## config.mk

```make
export PLATFORM = sky130hd
export DESIGN_NAME = min_extract_priority_queue
export DESIGN_NICKNAME = d
export VERILOG_FILES = /design/src/mepq_pkg.sv /design/src/mepq_ram.sv /design/src/mepq_scan.sv /design/src/min_extract_priority_queue.sv
export SDC_FILE = /design/constraint.sdc
export NUM_CORES = 1
export LEC_CHECK = 0
export BUFFER_PORTS_ARGS = -buffer_cell sky130_fd_sc_hd__buf_2
export CORE_ASPECT_RATIO = 1.2
export CORE_MARGIN = 2
export CORE_UTILIZATION = 60
export CTS_CLUSTER_DIAMETER = 50
export CTS_CLUSTER_SIZE = 12
export DETAILED_ROUTE_END_ITERATION = 10
export GPL_TIMING_DRIVEN = 1
export PLACE_DENSITY = 0.77
export SLEW_MARGIN = 20
export SYNTH_ARGS = -nofsm -noshare
export SYNTH_HDL_FRONTEND = slang
export SYNTH_SLANG_ARGS = --single-unit
```

## constraint.sdc

```tcl
create_clock -name clk -period 7.95 [get_ports clk]
set_input_delay 1.59 -clock clk [delete_from_list [all_inputs] [get_ports clk]]
set_output_delay 1.59 -clock clk [all_outputs]
set_load 0.03 [all_outputs]
```

## src/mepq_pkg.sv

```systemverilog
// shared constants, payload types and state codes for the min-extract priority queue
package mepq_pkg;

	localparam int CAPACITY = 16;
	localparam int DATA_W   = 32;
	localparam int OCC_W    = 5;
	localparam int ADDR_W   = (CAPACITY > 1) ? $clog2(CAPACITY) : 1;
	localparam int CNT_W    = $clog2(CAPACITY + 1);

	typedef enum logic [0:0] {
		CMD_PUSH = 1'b0,
		CMD_POP  = 1'b1
	} cmd_e_t;

	typedef enum logic [1:0] {
		ST_OK    = 2'd0,
		ST_EMPTY = 2'd1,
		ST_FULL  = 2'd2
	} status_e_t;

	typedef enum logic [2:0] {
		S_IDLE,
		S_SCAN,
		S_DRAIN,
		S_FIX,
		S_DONE
	} state_e_t;

	typedef struct packed {
		cmd_e_t                    command;
		logic signed [DATA_W-1:0]  value;
	} req_item_t;

	typedef struct packed {
		logic signed [DATA_W-1:0]  popped_value;
		status_e_t                 status;
		logic [OCC_W-1:0]          occupancy;
	} rsp_item_t;

	typedef struct packed {
		logic              rd_en;
		logic [ADDR_W-1:0] rd_idx;
	} scan_req_t;

	typedef struct packed {
		logic signed [DATA_W-1:0] best_value;
		logic [ADDR_W-1:0]        best_idx;
		logic signed [DATA_W-1:0] last_value;
		logic                     busy;
	} scan_res_t;

endpackage

```

## src/mepq_ram.sv

```systemverilog
// generic single-write, single-read RAM with registered read data
module mepq_ram #(
	parameter int WIDTH = 32,
	parameter int DEPTH = 16,
	localparam int AW   = (DEPTH > 1) ? $clog2(DEPTH) : 1
) (
	input  logic             clk,
	input  logic             we,
	input  logic [AW-1:0]    waddr,
	input  logic [WIDTH-1:0] wdata,
	input  logic             re,
	input  logic [AW-1:0]    raddr,
	output logic [WIDTH-1:0] rdata
);

	logic [WIDTH-1:0] mem [DEPTH];

	always_ff @(posedge clk) begin
		if (we) begin
			mem[waddr] <= wdata;
		end
		if (re) begin
			rdata <= mem[raddr];
		end
	end

endmodule

```

## src/mepq_scan.sv

```systemverilog
// minimum search over the entry words streaming out of the ram
module mepq_scan (
	input  logic                             clk,
	input  logic                             arst_n,
	input  mepq_pkg::scan_req_t              req,
	input  logic signed [mepq_pkg::DATA_W-1:0] rdata,
	output mepq_pkg::scan_res_t              res
);
	import mepq_pkg::*;

	logic                     en_s1;
	logic [ADDR_W-1:0]        idx_s1;
	logic signed [DATA_W-1:0] best_val_q;
	logic [ADDR_W-1:0]        best_idx_q;
	logic signed [DATA_W-1:0] last_val_q;
	logic                     take;

	// read data lines up with the index registered alongside the ram read
	always_ff @(posedge clk or negedge arst_n) begin
		if (!arst_n) begin
			en_s1 <= 1'b0;
		end else begin
			en_s1 <= req.rd_en;
		end
	end

	always_ff @(posedge clk) begin
		idx_s1 <= req.rd_idx;
	end

	// first word seeds the search, strict less keeps the earlier slot
	assign take = en_s1 && ((idx_s1 == '0) || (rdata < best_val_q));

	always_ff @(posedge clk) begin
		if (take) begin
			best_val_q <= rdata;
			best_idx_q <= idx_s1;
		end
		if (en_s1) begin
			last_val_q <= rdata;
		end
	end

	assign res.best_value = best_val_q;
	assign res.best_idx   = best_idx_q;
	assign res.last_value = last_val_q;
	assign res.busy       = en_s1;

endmodule

```

## src/min_extract_priority_queue.sv

```systemverilog
// Bounded min-extract priority queue of signed 32-bit values.
// Request channel (req_valid/req_ready, req): command push or pop, value for push.
// Response channel (rsp_valid/rsp_ready, rsp): one beat per request with the
// removed minimum, a status code and the entry count after the request.
// Entries live unordered in one ram; a pop scans the live entries one per cycle
// through the single read port, then moves the last entry into the freed slot.
// Equal minimums carry the same value, so which copy leaves is not visible.
// Push, pop on empty queue, push on full queue: the result is registered at accept
// and copied into the response register in the done state, then the block returns
// to idle and takes the next request. Pop of a queue holding n entries: the scan
// state reads one entry word per cycle over the read port, then the drain, fix
// (write-back) and done states follow; the response register is loaded in the done
// state before the block returns to idle for the next request.
// A new request is taken while the previous response still sits in the output
// register; the block then waits in its done state until the receiver takes it.
// Reset empties the queue at once (entry count to zero, ram contents are left).
// Pushing to a full queue drops the value with status full; popping an empty
// queue returns 0 with status empty.
module min_extract_priority_queue (
	input  logic                clk,
	input  logic                arst_n,
	input  logic                req_valid,
	output logic                req_ready,
	input  mepq_pkg::req_item_t req,
	output logic                rsp_valid,
	input  logic                rsp_ready,
	output mepq_pkg::rsp_item_t rsp
);
	import mepq_pkg::*;

	state_e_t           state_q;
	state_e_t           state_d;
	logic [CNT_W-1:0]   cnt_q;
	logic [ADDR_W-1:0]  rd_idx_q;
	rsp_item_t          res_q;
	rsp_item_t          out_q;
	logic               out_valid_q;

	logic               accept;
	logic               full;
	logic               empty;
	logic               scan_last;
	logic               load_out;
	logic               ram_we;
	logic [ADDR_W-1:0]  ram_waddr;
	logic [DATA_W-1:0]  ram_wdata;
	logic [DATA_W-1:0]  ram_rdata;
	scan_req_t          scan_req;
	scan_res_t          scan_res;

	assign accept    = req_valid && (state_q == S_IDLE);
	assign full      = (cnt_q == CNT_W'(CAPACITY));
	assign empty     = (cnt_q == '0);
	assign scan_last = (CNT_W'(rd_idx_q) == (cnt_q - CNT_W'(1)));

	mepq_ram #(
		.WIDTH(DATA_W),
		.DEPTH(CAPACITY)
	) u_ram (
		.clk  (clk),
		.we   (ram_we),
		.waddr(ram_waddr),
		.wdata(ram_wdata),
		.re   (scan_req.rd_en),
		.raddr(scan_req.rd_idx),
		.rdata(ram_rdata)
	);

	mepq_scan u_scan (
		.clk   (clk),
		.arst_n(arst_n),
		.req   (scan_req),
		.rdata (ram_rdata),
		.res   (scan_res)
	);

	// next state
	always_comb begin
		state_d = state_q;
		case (state_q)
			S_IDLE: begin
				if (accept) begin
					if (req.command == CMD_POP && !empty) begin
						state_d = S_SCAN;
					end else begin
						state_d = S_DONE;
					end
				end
			end
			S_SCAN: begin
				if (scan_last) begin
					state_d = S_DRAIN;
				end
			end
			S_DRAIN: state_d = S_FIX;
			S_FIX:   state_d = S_DONE;
			S_DONE: begin
				if (load_out) begin
					state_d = S_IDLE;
				end
			end
			default: state_d = S_IDLE;
		endcase
	end

	// outputs of the sequencer
	always_comb begin
		req_ready       = 1'b0;
		ram_we          = 1'b0;
		ram_waddr       = ADDR_W'(cnt_q);
		ram_wdata       = req.value;
		scan_req.rd_en  = 1'b0;
		scan_req.rd_idx = rd_idx_q;
		load_out        = 1'b0;
		case (state_q)
			S_IDLE: begin
				req_ready = 1'b1;
				ram_we    = accept && (req.command == CMD_PUSH) && !full;
			end
			S_SCAN: scan_req.rd_en = 1'b1;
			S_FIX: begin
				// last entry fills the hole left by the minimum
				ram_we    = 1'b1;
				ram_waddr = scan_res.best_idx;
				ram_wdata = scan_res.last_value;
			end
			S_DONE:  load_out = !out_valid_q || rsp_ready;
			default: ;
		endcase
	end

	always_ff @(posedge clk or negedge arst_n) begin
		if (!arst_n) begin
			state_q     <= S_IDLE;
			cnt_q       <= '0;
			rd_idx_q    <= '0;
			out_valid_q <= 1'b0;
		end else begin
			state_q <= state_d;
			if (state_q == S_IDLE) begin
				rd_idx_q <= '0;
			end else if (state_q == S_SCAN) begin
				rd_idx_q <= rd_idx_q + ADDR_W'(1);
			end
			if (ram_we && state_q == S_IDLE) begin
				cnt_q <= cnt_q + CNT_W'(1);
			end else if (state_q == S_FIX) begin
				cnt_q <= cnt_q - CNT_W'(1);
			end
			if (load_out) begin
				out_valid_q <= 1'b1;
			end else if (rsp_ready) begin
				out_valid_q <= 1'b0;
			end
		end
	end

	always_ff @(posedge clk) begin
		if (accept) begin
			res_q.popped_value <= '0;
			if (req.command == CMD_PUSH) begin
				res_q.status    <= full ? ST_FULL : ST_OK;
				res_q.occupancy <= full ? OCC_W'(cnt_q) : OCC_W'(cnt_q + CNT_W'(1));
			end else begin
				res_q.status    <= ST_EMPTY;
				res_q.occupancy <= OCC_W'(cnt_q);
			end
		end else if (state_q == S_FIX) begin
			res_q.popped_value <= scan_res.best_value;
			res_q.status       <= ST_OK;
			res_q.occupancy    <= OCC_W'(cnt_q - CNT_W'(1));
		end
		if (load_out) begin
			out_q <= res_q;
		end
	end

	assign rsp_valid = out_valid_q;
	assign rsp       = out_q;

`ifndef NO_ASSERTIONS
	a_cnt_bound: assert property (@(posedge clk) disable iff (!arst_n)
		cnt_q <= CNT_W'(CAPACITY))
		else $error("entry count above capacity");

	a_cnt_step: assert property (@(posedge clk) disable iff (!arst_n)
		cnt_q != $past(cnt_q) |->
		(cnt_q == $past(cnt_q) + CNT_W'(1)) || (cnt_q == $past(cnt_q) - CNT_W'(1)))
		else $error("entry count moved by more than one");

	a_fix_nonempty: assert property (@(posedge clk) disable iff (!arst_n)
		state_q == S_FIX |-> !empty && !scan_res.busy)
		else $error("write-back with empty queue or scan still running");

	a_no_rw_overlap: assert property (@(posedge clk) disable iff (!arst_n)
		!(ram_we && scan_req.rd_en))
		else $error("ram write during scan");

	a_push_room: assert property (@(posedge clk) disable iff (!arst_n)
		ram_we && state_q == S_IDLE |-> !full)
		else $error("push written into a full queue");
`endif

endmodule
```

=== Word-level counts from Yosys, hierarchy flattened ===
Memories as Yosys holds them, arrays and structs flattened. A register that Yosys moved wholly into a read port is not among the register bits.
Cells that the tools add are included.

* Bits of input ports: 37
* Register bits: 164
* Memories kept: 1
* Bits in writable memories: 512

{| class="wikitable"
|+ Memory list
! memory !! depth !! bits a word !! read ports !! clocked after Yosys merged registers in !! write ports !! line !! text
|-
| u_ram.mem || 16 || 32 || 1 || 1 || 1 || mepq_ram.sv:16 || <nowiki>logic [WIDTH-1:0] mem [DEPTH];</nowiki>
|}

* Equal/unequal tests: 9
* Magnitude comparators: 1
* Muxes and demuxes: 24
* $add $sub $neg: 3
* Bitwise gates (word level): 1
* Reductions and logical operators: 19

{| class="wikitable"
|+ Operators with widths
! operator !! count
|-
| $lt 32x32->1 || 1
|-
| $mux 32 || 1
|-
| $mux 7 || 3
|-
| $mux 5 || 3
|-
| $pmux 3 s5 || 1
|-
| $mux 3 || 4
|-
| $mux 4 || 3
|-
| $reduce_bool 2->1 || 4
|-
| $mux 1 || 7
|-
| $eq 3x2->1 const B || 2
|-
| $logic_and 1x1->1 || 6
|-
| $ne 2x2->1 const B || 3
|-
| $add 5x1->5 const B || 1
|-
| $eq 4x5->1 || 1
|-
| $eq 5x5->1 const B || 1
|-
| $logic_not 5->1 || 1
|-
| $sub 5x1->5 const B || 1
|-
| $add 4x1->4 const B || 1
|-
| $logic_not 4->1 || 1
|-
| $eq 3x1->1 const B || 1
|-
| $eq 3x3->1 const B || 1
|-
| $logic_not 1->1 || 3
|-
| $logic_not 3->1 || 1
|-
| $reduce_and 3->1 || 1
|-
| 4 further kinds || 5
|}

=== Longest topological paths before layout ===
Gate-level depths: netlist (run 1).

* Word-level depth: 7
* Gate-level depth with buffers: 9
* Gate-level depth less buffers: 8

=== Modules after synthesis ===
From an unflattened synthesis (run 1), not the netlist that was laid out.

* Cells, all modules: 1438
* Area, all modules: 27040.9 um2

{| class="wikitable"
|+ Modules (own cells, without submodules)
! module !! instances !! cells an instance !! area each (um2)
|-
| mepq_ram || 1 || 838 || 20174.3
|-
| min_extract_priority_queue || 1 || 411 || 3908.7
|-
| mepq_scan || 1 || 189 || 2957.8
|}

=== Worst setup path before layout (run 1) ===
Ideal clock, no wire load.

* Kind: reg-to-reg
* Start: register u_ram.rdata[2] (read register of u_ram.mem)
* End: register u_scan.best_idx_q[0] (enable)
* Setup time: 0.532 ns
* Data required time: 7.418 ns
* Cell stages (with the launch flop): 8
* Buffers on the path: 0
* Data arrival time: 5.302 ns
* Path slack: 2.116 ns
* Period minus slack after synthesis: 5.834 ns
* Cell sequence: edfxtp_1 -> ha_1 -> a211o_1 -> a31oi_1 -> o221ai_1 -> a211oi_1 -> nor4b_1 -> nor4b_1

* Longest elaborated chain between the ends: 3

{| class="wikitable"
|+ RTL lines
! item !! line !! text
|-
| start: declaration || mepq_ram.sv:13 || <nowiki>output logic [WIDTH-1:0] rdata</nowiki>
|-
| $lt 32x32->1 || mepq_scan.sv:32 || <nowiki>assign take = en_s1 && ((idx_s1 == '0) || (rdata < best_val_q));</nowiki>
|-
| $logic_or 1x1->1 || mepq_scan.sv:32 ||
|-
| $logic_and 1x1->1 || mepq_scan.sv:32 ||
|-
| named net u_scan.take || mepq_scan.sv:16 || <nowiki>logic take;</nowiki>
|-
| end signal: assignment || mepq_scan.sv:37 || <nowiki>best_idx_q <= idx_s1;</nowiki>
|-
| end: declaration || mepq_scan.sv:14 || <nowiki>logic [ADDR_W-1:0] best_idx_q;</nowiki>
|}

The timed path passes the listed nets, and every way through them passes these cells.
A chain may end at the register's enable or synchronous reset.

=== Worst setup path after layout (run 1) ===
* Start: register state_q[1]
* End: output req_ready

* Longest elaborated chain between the ends: 2

{| class="wikitable"
|+ RTL lines
! item !! line !! text
|-
| start: declaration || min_extract_priority_queue.sv:31 || <nowiki>state_e_t state_q;</nowiki>
|-
| start signal: assignment || min_extract_priority_queue.sv:139 || <nowiki>state_q <= state_d;</nowiki>
|-
| $logic_not 3->1 || min_extract_priority_queue.sv:115 || <nowiki>case (state_q)</nowiki>
|-
| $mux 1 || min_extract_priority_queue.sv:115 ||
|-
| end: declaration || min_extract_priority_queue.sv:23 || <nowiki>output logic req_ready,</nowiki>
|}

Every way passes these cells.

==> flow_summary.ini, run 1 <==
[layout]
fin_area_mm2 = 0.0305
final_layout_size_suffix_gt1_frac = 0.169
multi_input_area_mm2 = 0.00627
final_core_util = 0.676
synthToLayoutAreaGrowth_pct = 10.8
seq_area_mm2 = 0.0208
diodes = 0
fillCellCount = 2897
final_nets = 1771

[logic_synthesis]
netlist_instances = 1617
synth-seq-cells = 708
synth_top_family_by_area = multiplexers
synthMuxAreaShare = 0.100
ys_warn_count = 0
syn_nets = 1689
synth-edff-count = 658
synthArstFlopShare = 0.0198
synth_cell_types = 50
synthAdderAreaFrac = 0.0159
synth_xor_area_frac = 0.00382
synth-main-ff-cell = edfxtp_1
ys_seq_area_frac = 0.757
synth-compound-area-share = 0.0537
avgSynthCellArea_um2 = 17.0
synth_area_mm2 = 0.0275
yosys.area_share.simple = 0.0478

[clocking]
cts_buffers = 69
postCtsSetupRepairBufs = 0
clk_pin_slew_ns = 0.06
cts_root_buffer = clkbuf_16
cts_resized = 0
insertion_delay_ns = 0.60
hold_buffers = 0
cts_tree = built
cts.path.max_buffers = 3
clkSinkCount = 708
cts-htree-levels = 3

[sta]
worst_pin_slew_ns = 1.10
finalSetupViolCount = 0
drv_slew = 0
fin_worst_skew_ns = 0.0172
finalCritPeriodShare = 0.434
rsz0062_at_grt = false
hold_viol_final = 0
fmax_mhz = 290
slew_headroom = 0.267
fin_crit_ns = 3.45
tns_ns = 0

[placement]
dp_hpwl_um = 34700
gp_congestion = 0.866
placed_area_mm2 = 0.0285
port_buffers = 77

[drt]
vias_per_cell = 6.18
antenna_left = 0
first_iter_violations = 1864
num_vias = 14448
routedWlPerCell_um = 24.2
drtPass1Iterations = 6
drcViolationCount = 0
finalWirelength_um = 56700

[die]
die_h_um = 239
core-area_mm2 = 0.0451
placementRows = 85
io_pins = 78
start_util = 0.610
die_x_um = 199
dieArea_mm2 = 0.0476

[global_routing]
antenna_found_initial = 0
grt-ovfl-total = 0
grt_util_all_layers = 0.245
grt_pass1_wl_um = 85400
grt_pass1_vias = 14194
grt_start_max_net_pins = 106

[critical_path]
worstPathArrival_ns = 1.86
path_class = reg2out
slowest_stage = dfrtp_1
r2r_cells = 4
end_kind = primary output
cpPeakStageDelay_ns = 0.50
start_kind = flip-flop
critPathMaxFanout = 13
critical_path_required_ns = 6.36
worstPathCellList = or3_4 > inv_2 > buf_2

[pwr]
power_density_mw_per_mm2 = 336
peakVddDrop_v = 0.000237
power.total_w = 0.0102
p_leak_nw = 10.1

[hold_path]
holdPathStages = 0
hold_path.class = reg2reg

[run]
drv_cap = 0

[run_status]
status = completed
==> stage by stage <==
stage / worst slack (ns) / hold WS [ns] / cells
final: 4.50 / 0.416 / 2338
after global routing: 4.41 / 0.435 / 2338
after CTS: 4.47 / 0.419 / 2336
after detailed placement: 4.08 / 0.405 / 2235
after global placement: 4.16 / 0.404 / 2235
after floorplan: 2.12 / 0.366 / 1617
==> per-layer routing <==
metal,GRT usage,part of all wire,vias to the layer above
met2,0.368,0.46,725
met5,0,0,-
met1,0.375,0.42,7221
li1,-,-,6412
met4,0.0703,0.020,0
met3,0.0419,0.095,90
==> path summary, 6_finish.rpt <==
check	from	to	slack [ns]
max	state_q[1]	req_ready	4.50
min	res_q[6]	rsp[6]	0.42
max reg2reg	state_q[1]	u_ram.mem[13][24]	4.68
min reg2reg	res_q[6]	rsp[6]	0.42
max in group asynchronous	arst_n	rd_idx_q[1]	6.77
min in group asynchronous	arst_n	cnt_q[1]	0.89
==> kinds of logic (layout without fill, tap and decap cells) <==
family	Yosys count	after routing
AO/OA/AOI/OAI	242	242
XOR/XNOR	12	12
buffers and inverters	119	231
flip-flops	708	708
adder cells (fa/ha/maj)	35	35
AND/OR/NAND/NOR	308	308
multiplexers	193	193
==> cells in the final DEF (no fill, tap or decap), types with 6 or more instances in the layout <==
cell type  Yosys  layout
a31oi_1       11       8
xnor2_1       12      12
nand2b_1       6       6
inv_1         37      37
nor3_1         6       6
edfxtp_1     658     658
mux2i_1      106     106
mux2_2        21      21
dfxtp_1       36      36
a21oi_1       87      85
a221oi_1      33      33
nand4_1        6       6
mux4_2        64      64
o21ai_1        6       6
ha_1          35      35
buf_4         16      12
o21ai_0       61      61
buf_2         32      77
nand3_1        6       6
clkbuf_1      22      23
nand2_1      231     231
a22oi_1       33      33
clkbuf_16      0      71
nor2_1        27      11
nor2_4         0      16
dfrtp_1       14      10
==> worst max-delay path, delay by kind of cell, from the launching register on <==
kind          cells  cell delay [ns]
simple gates      1             0.46
buf+inv           2             0.31
flops             1             0.50
==> cell type report <==
cell class,instances,area share
Timing Repair Buffer,92,0.0174
Multi-Input combinational cell,790,0.206
Inverter,38,0.00468
Sequential cell,708,0.684
Tap cell,609,0.0250
Clock buffer,95,0.0616
Clock inverter,6,0.00181
==> Yosys cell counts, types with 2 or more instances <==
library cell | n | area, um2
edfxtp_1 | 658 | 19800
inv_1 | 37 | 139
dfrtp_1 | 14 | 350
nand3b_1 | 3 | 22.5
ha_1 | 35 | 438
a221oi_1 | 33 | 289
nand2_1 | 231 | 867
mux4_2 | 64 | 1440
buf_6 | 4 | 45.0
o21ai_0 | 61 | 305
mux2i_1 | 106 | 1060
a211o_1 | 2 | 17.5
nand2b_1 | 6 | 37.5
a32oi_1 | 2 | 17.5
buf_2 | 32 | 160
buf_4 | 16 | 120
nand4_1 | 6 | 37.5
and2_1 | 3 | 18.8
nor4_1 | 2 | 12.5
and3_1 | 5 | 31.3
nor4b_1 | 2 | 17.5
buf_1 | 7 | 26.3
mux2_1 | 2 | 22.5
a21oi_1 | 87 | 435
o21ai_1 | 6 | 30.0
mux2_2 | 21 | 236
dfxtp_1 | 36 | 721
a22oi_1 | 33 | 248
nand3_1 | 6 | 30.0
nor3_1 | 6 | 30.0
nor2_1 | 27 | 101
nor3b_1 | 3 | 22.5
a31oi_1 | 11 | 68.8
clkbuf_1 | 22 | 82.6
nor3_4 | 2 | 32.5
xnor2_1 | 12 | 105
==> registers in the layout, summed over array words and instances, names as in the netlist, 5 cells and up <==
name               cells
cnt_q                  5
res_q                 39
rsp                   39
u_ram.mem            512
u_ram.rdata           32
u_scan.best_val_q     32
u_scan.last_val_q     32
==> power by group <==
group          internal [W]  switching [W]  leakage [nW]
clock               0.00164        0.00128         0.938
sequential          0.00486       0.000329          6.45
combinational      0.000747        0.00138          2.75
Power figures use the tool's default switching activity.
==> run 2: changes to the inputs <==
==> constraint.sdc (replaced) <==
create_clock -name clk -period 3.6 [get_ports clk]
set_input_delay 0.72 -clock clk [delete_from_list [all_inputs] [get_ports clk]]
set_output_delay 0.72 -clock clk [all_outputs]
set_load 0.03 [all_outputs]
==> run 2 against run 1 <==
  * Cell count increased by 1.5%
  * Critical path depth increased by 5
  * Combinational power increased by 120%
  * Power increased by 120%
  * Register-to-register slack got worse by 4.1 ns
  * Worst setup slack got worse by 3.9 ns
  * Via count increased by 2.4%
  * Wire length increased by 4.7%
  * Flip-flop and latch count unchanged
==> flow_summary.ini, run 2 (synthesized netlist as in run 1, its figures left out) <==
[sta]
slew_headroom = 0.215
fin_crit_ns = 3.02
tns_ns = 0
worst_slack_ns = 0.580
hold_viol_final = 0
timing.hold.ws_ns = 0.0396
finalSetupViolCount = 0
finalCritPeriodShare = 0.839
drv_slew = 0
rsz0062_at_grt = false
fin_worst_skew_ns = 0.0165
worst_pin_slew_ns = 1.17
fmax_mhz = 331

[critical_path]
end_kind = flip-flop
path_class = reg2reg
cpPeakStageDelay_ns = 0.60
critPathBufInv = 1
critPathTopFamily = simple AND/OR/NAND/NOR gates
slowest_stage = nor4_1
critPathMaxFanout = 33
r2r_setup_slack_ns = 0.58
worstPathArrival_ns = 3.30
worstPathCellList = ha_1 > nand4_1 > nor4_1 > a221oi_1 > nand3_1 > nor3_1 > nor4b_4 > buf_12
critical_path_required_ns = 3.88
start_kind = flip-flop

[layout]
final_common_cell = edfxtp_1
regMostFlops = u_ram.mem
final_cell_mix = edfxtp_1 (658), nand2_1 (231), mux2i_1 (106), a21oi_1 (86), buf_2 (77)
synthToLayoutAreaGrowth_pct = 12.1
final_layout_size_suffix_gt1_frac = 0.182
final_nets = 1804
fillCellCount = 2856
final_core_util = 0.684
diodes = 0
largest_register_ffs = 512

[global_routing]
grt_pass1_wl_um = 89600
grt-ovfl-total = 0
grt_pass1_vias = 14892
grt_start_max_net_pins = 61
grt_util_all_layers = 0.258
antenna_found_initial = 0

[clocking]
cts-htree-levels = 3
hold_buffers = 0
clkSinkCount = 708
cts_tree = built
clk_pin_slew_ns = 0.06
cts_resized = 0
cts_buffers = 69
cts.path.max_buffers = 3
postCtsSetupRepairBufs = 0
cts_root_buffer = clkbuf_16
insertion_delay_ns = 0.59

[drt]
finalWirelength_um = 59300
antenna_left = 0
num_vias = 14800
first_iter_violations = 1548
routedWlPerCell_um = 25.0
vias_per_cell = 6.24
drcViolationCount = 0
drtPass1Iterations = 5

[pwr]
power.total_w = 0.0227
p_leak_nw = 10.3
power_density_mw_per_mm2 = 737
peakVddDrop_v = 0.000367

[die]
start_util = 0.610
dieArea_mm2 = 0.0476
die_x_um = 199
die_h_um = 239
core-area_mm2 = 0.0451
io_pins = 78
placementRows = 85

[run]
drv_cap = 0

[placement]
dp_worst_setup_slack_ns = 0.611
gp_congestion = 0.792
port_buffers = 77
dp_hpwl_um = 35000

[hold_path]
hold_path.class = in2async

[run_status]
status = completed
[run 2: cell types whose count changed in the layout (fill, tap and decap cells not counted), moves of 2 or more]
cell       before  now
a31oi_1         8   11
a31oi_2         3    0
buf_12          1    8
buf_4          12   40
clkbuf_16      71   73
[run 2: worst reg2reg max path, delay by kind of cell (launching register included)]
family,cells,cell delay [ns]
fa+ha+maj,1,0.36
compound gates,1,0.19
flops,1,0.41
buf+inv,1,0.27
simple gates,5,1.47
[run 2: cell type report]
class / instances / area [um2] / share of cell area
Clock buffer: 97 / 1920 / 0.0622
Clock inverter: 5 / 51.3 / 0.00166
Inverter: 38 / 143 / 0.00463
Sequential cell: 708 / 20800 / 0.676
Tap cell: 609 / 762 / 0.0247
Multi-Input combinational cell: 790 / 6260 / 0.203
Timing Repair Buffer: 125 / 846 / 0.0274
[run 2: worst paths after layout]
check | startpoint | to | cells after the start
max in group asynchronous | arst_n | rd_idx_q[0] | 1
worst min-delay path | arst_n | cnt_q[0] | 1
worst min register to register | res_q[1] | rsp[1] | 0
worst max-delay path | u_ram.rdata[31] | u_scan.best_val_q[10] | 8
min in group clk | res_q[1] | rsp[1] | 0
worst max register to register | u_ram.rdata[31] | u_scan.best_val_q[10] | 8
[run 2: routing by layer]
layer	global-route usage	vias up	wire length, um
li1	-	6477	-
met1	0.350	7468	22900
met2	0.422	718	29800
met3	0.0394	137	4680
met4	0.107	0	1970
met5	0	-	0
[run 2: power by group]
group	total [W]	switching (W)	internal, W
clock network	0.00654	0.00286	0.00369
registers	0.0115	0.000729	0.0107
logic	0.00472	0.00300	0.00172
[run 2: metrics by stage]
step           instance area, um2  std cells
2_1_floorplan               27500       1617
3_3_place_gp                28900       2270
3_5_place_dp                28900       2270
4_1_cts                     30800       2372
5_1_grt                     30800       2372
6_report                    30800       2372
==> run 3: changes to the inputs <==
--- a/config.mk
+++ b/config.mk
@@ -5,6 +5,7 @@
 export SDC_FILE = /design/constraint.sdc
 export NUM_CORES = 1
 export LEC_CHECK = 0
+export ABC_AREA = 1
 export BUFFER_PORTS_ARGS = -buffer_cell sky130_fd_sc_hd__buf_2
 export CORE_ASPECT_RATIO = 1.2
 export CORE_MARGIN = 2
==> constraint.sdc (replaced) <==
create_clock -name clk -period 2.8 [get_ports clk]
set_input_delay 0.56 -clock clk [delete_from_list [all_inputs] [get_ports clk]]
set_output_delay 0.56 -clock clk [all_outputs]
set_load 0.03 [all_outputs]
==> run 3 against run 2 <==
  * Sequential share of layout area shrank 0.36 points
  * Sequential power grew 26%
  * Count of clock-buffer cells in the layout shrank 1
  * First-iteration DRC count grew 62%
  * Non-clock buffer count grew 26
  * Core utilization grew 0.36 points
  * Worst hold slack gained 0.23 ns
  * Register-to-register slack lost 0.39 ns
  * Cell count grew 18%
  * Flip-flop and latch count is the same
  * Combinational power grew 53%
  * Clock power grew 29%
  * Highest routed layer unchanged
==> flow_summary.ini, run 3 <==
[clocking]
cts_resized = 0
clkSinkCount = 708
clk_pin_slew_ns = 0.06
cts_buffers = 69
cts.path.max_buffers = 3
insertion_delay_ns = 0.59
hold_buffers = 1
cts-htree-levels = 3
cts_tree = built
postCtsSetupRepairBufs = 0
cts_root_buffer = clkbuf_16

[logic_synthesis]
synth_area_mm2 = 0.0275
netlist.area_leader.share = 0.719
avgSynthCellArea_um2 = 13.4
synthArstFlopShare = 0.0198
netlist_instances = 2046
synthTopCellsByCount = edfxtp_1 (658), nand2_1 (369), o21ai_0 (180), nor2_1 (168), a21oi_1 (124)
synth-main-ff-cell = edfxtp_1
synthTopCellsByArea = edfxtp_1 (72%), nand2_1 (5.0%), o21ai_0 (3.3%), dfxtp_1 (2.6%), nor2_1 (2.3%)
ys_warn_count = 0
yosysMostFrequentCell = edfxtp_1
synth_top_family_by_area = simple AND/OR/NAND/NOR gates
synthAdderAreaFrac = 0.0159
synth-seq-cells = 708
synth_top_area_cell = edfxtp_1
synth-edff-count = 658
syn_nets = 2118
synth-compound-area-share = 0.0956
synth_cell_types = 44
synth_xor_area_frac = 0.00319
ys_seq_area_frac = 0.758
synthMuxAreaShare = 0
yosys.area_share.simple = 0.0962

[drt]
finalWirelength_um = 67600
first_iter_violations = 2515
antenna_left = 0
routedWlPerCell_um = 24.2
drtPass1Iterations = 5
num_vias = 17601
vias_per_cell = 6.30
drcViolationCount = 0

[die]
dieArea_mm2 = 0.0475
die_h_um = 238
start_util = 0.609
placementRows = 85
die_x_um = 199
io_pins = 78
core-area_mm2 = 0.0451

[critical_path]
slowest_stage = dfrtp_1
r2r_cells = 8
critPathBufInv = 3
path_class = reg2reg
worstPathCellList = inv_2 > nor3_4 > buf_4 > nand2_2 > o21ai_2 > nand2_1 > nor3_4 > buf_4
path_depth = 8
critical_path_required_ns = 3.03
start_kind = flip-flop
worstPathArrival_ns = 2.84
end_kind = flip-flop
critPathTopFamily = simple AND/OR/NAND/NOR gates
cpPeakStageDelay_ns = 0.46
critPathMaxFanout = 18

[global_routing]
grt-ovfl-total = 0
grt_pass1_vias = 17349
grt_pass1_wl_um = 102000
grt_start_max_net_pins = 148
antenna_found_initial = 1
grt_util_all_layers = 0.291

[placement]
placed_area_mm2 = 0.0290
dp_hpwl_um = 38400
gp_congestion = 0.859
port_buffers = 77
dp_worst_setup_slack_ns = 0.270

[sta]
drv_slew = 0
worst_slack_ns = 0.194
fin_crit_ns = 2.61
finalSetupViolCount = 0
fin_worst_skew_ns = 0.0227
fmax_mhz = 384
worst_pin_slew_ns = 0.720
finalCritPeriodShare = 0.931
rsz0062_at_grt = false
slew_headroom = 0.520
hold_viol_final = 0
tns_ns = 0

[hold_path]
holdPathStages = 4
hold_path.class = in2reg

[layout]
fillCellCount = 2931
final_layout_size_suffix_gt1_frac = 0.129
largest_register_ffs = 512
fin_area_mm2 = 0.0310
final_nets = 2225
synthToLayoutAreaGrowth_pct = 12.7
regMostFlops = u_ram.mem
final_cell_mix = edfxtp_1 (658), nand2_1 (368), o21ai_0 (180), nor2_1 (152), a21oi_1 (124)
final_common_cell = edfxtp_1
diodes = 0

[pwr]
peakVddDrop_v = 0.000537
power_density_mw_per_mm2 = 973
power.total_w = 0.0301
p_leak_nw = 11.0

[run]
drv_cap = 0

[run_status]
status = completed
[run 3: cell types whose count changed after synthesis, sizes merged, moves of 37 or more]
cell | previous run | this run
mux4 | 64 | 0
nand3 | 6 | 63
nor2 | 27 | 175
nand2 | 232 | 374
o21ai | 67 | 216
mux2i | 106 | 0
inv | 38 | 75
a21oi | 87 | 125
o22ai | 0 | 40
[run 3: per-layer routing]
metal / track usage / vias up / wire (um)
met5: 0 / - / 0
met4: 0.124 / 0 / 2440
met3: 0.0558 / 194 / 7740
met2: 0.457 / 1149 / 32300
met1: 0.402 / 8557 / 25200
li1: - / 7701 / -
[run 3: per-stage QoR]
step / utilization / cells / hold WS (ns)
6_report: 0.687 / 2792 / 0.274
3_3_place_gp: 0.643 / 2690 / 0.401
2_1_floorplan: - / 2046 / 0.264
3_5_place_dp: 0.643 / 2690 / 0.405
4_1_cts: 0.687 / 2792 / 0.259
5_1_grt: 0.687 / 2792 / 0.282
[run 3: final timing paths]
check,slack (ns),from,end
max,0.19,state_q[1],u_ram.mem[7][15]
min,0.27,rsp_ready,rsp_valid
max reg2reg,0.19,state_q[1],u_ram.mem[7][15]
min reg2reg,0.42,res_q[3],rsp[3]
max in group asynchronous,2.09,arst_n,rd_idx_q[1]
min in group asynchronous,0.41,arst_n,rd_idx_q[0]
[run 3: final cells by class]
cell class / count / area [um2] / area share
sequential: 708 / 20800 / 0.672
tap: 609 / 762 / 0.0246
timing repair buffer: 151 / 1170 / 0.0377
multi-input combinational: 1147 / 5950 / 0.192
clock inverter: 5 / 50.0 / 0.00162
inverter: 76 / 295 / 0.00953
clock buffer: 96 / 1920 / 0.0621
[run 3: worst reg2reg max path, stage by stage (launching register included)]
cell and delay (ns):
dfrtp_1 0.46, inv_2 0.07, nor3_4 0.33, buf_4 0.25, nand2_2 0.06, o21ai_2 0.10, nand2_1 0.28, nor3_4 0.28
buf_4 0.41
[run 3: power by group]
| part | leakage [nW] | switching (W) | internal [W] |
|---|---|---|---|
| logic | 3.57 | 0.00531 | 0.00193 |
| clock network | 0.956 | 0.00366 | 0.00476 |
| registers | 6.45 | 0.000671 | 0.0138 |
[run 3: cell families after synthesis]
group | Yosys count
xor gates and xnor gates | 10
DFF | 708
AOI/OAI and AO/OA | 456
adders and majority gates | 35
buffers and inverters | 191
and+or+nand+nor | 646
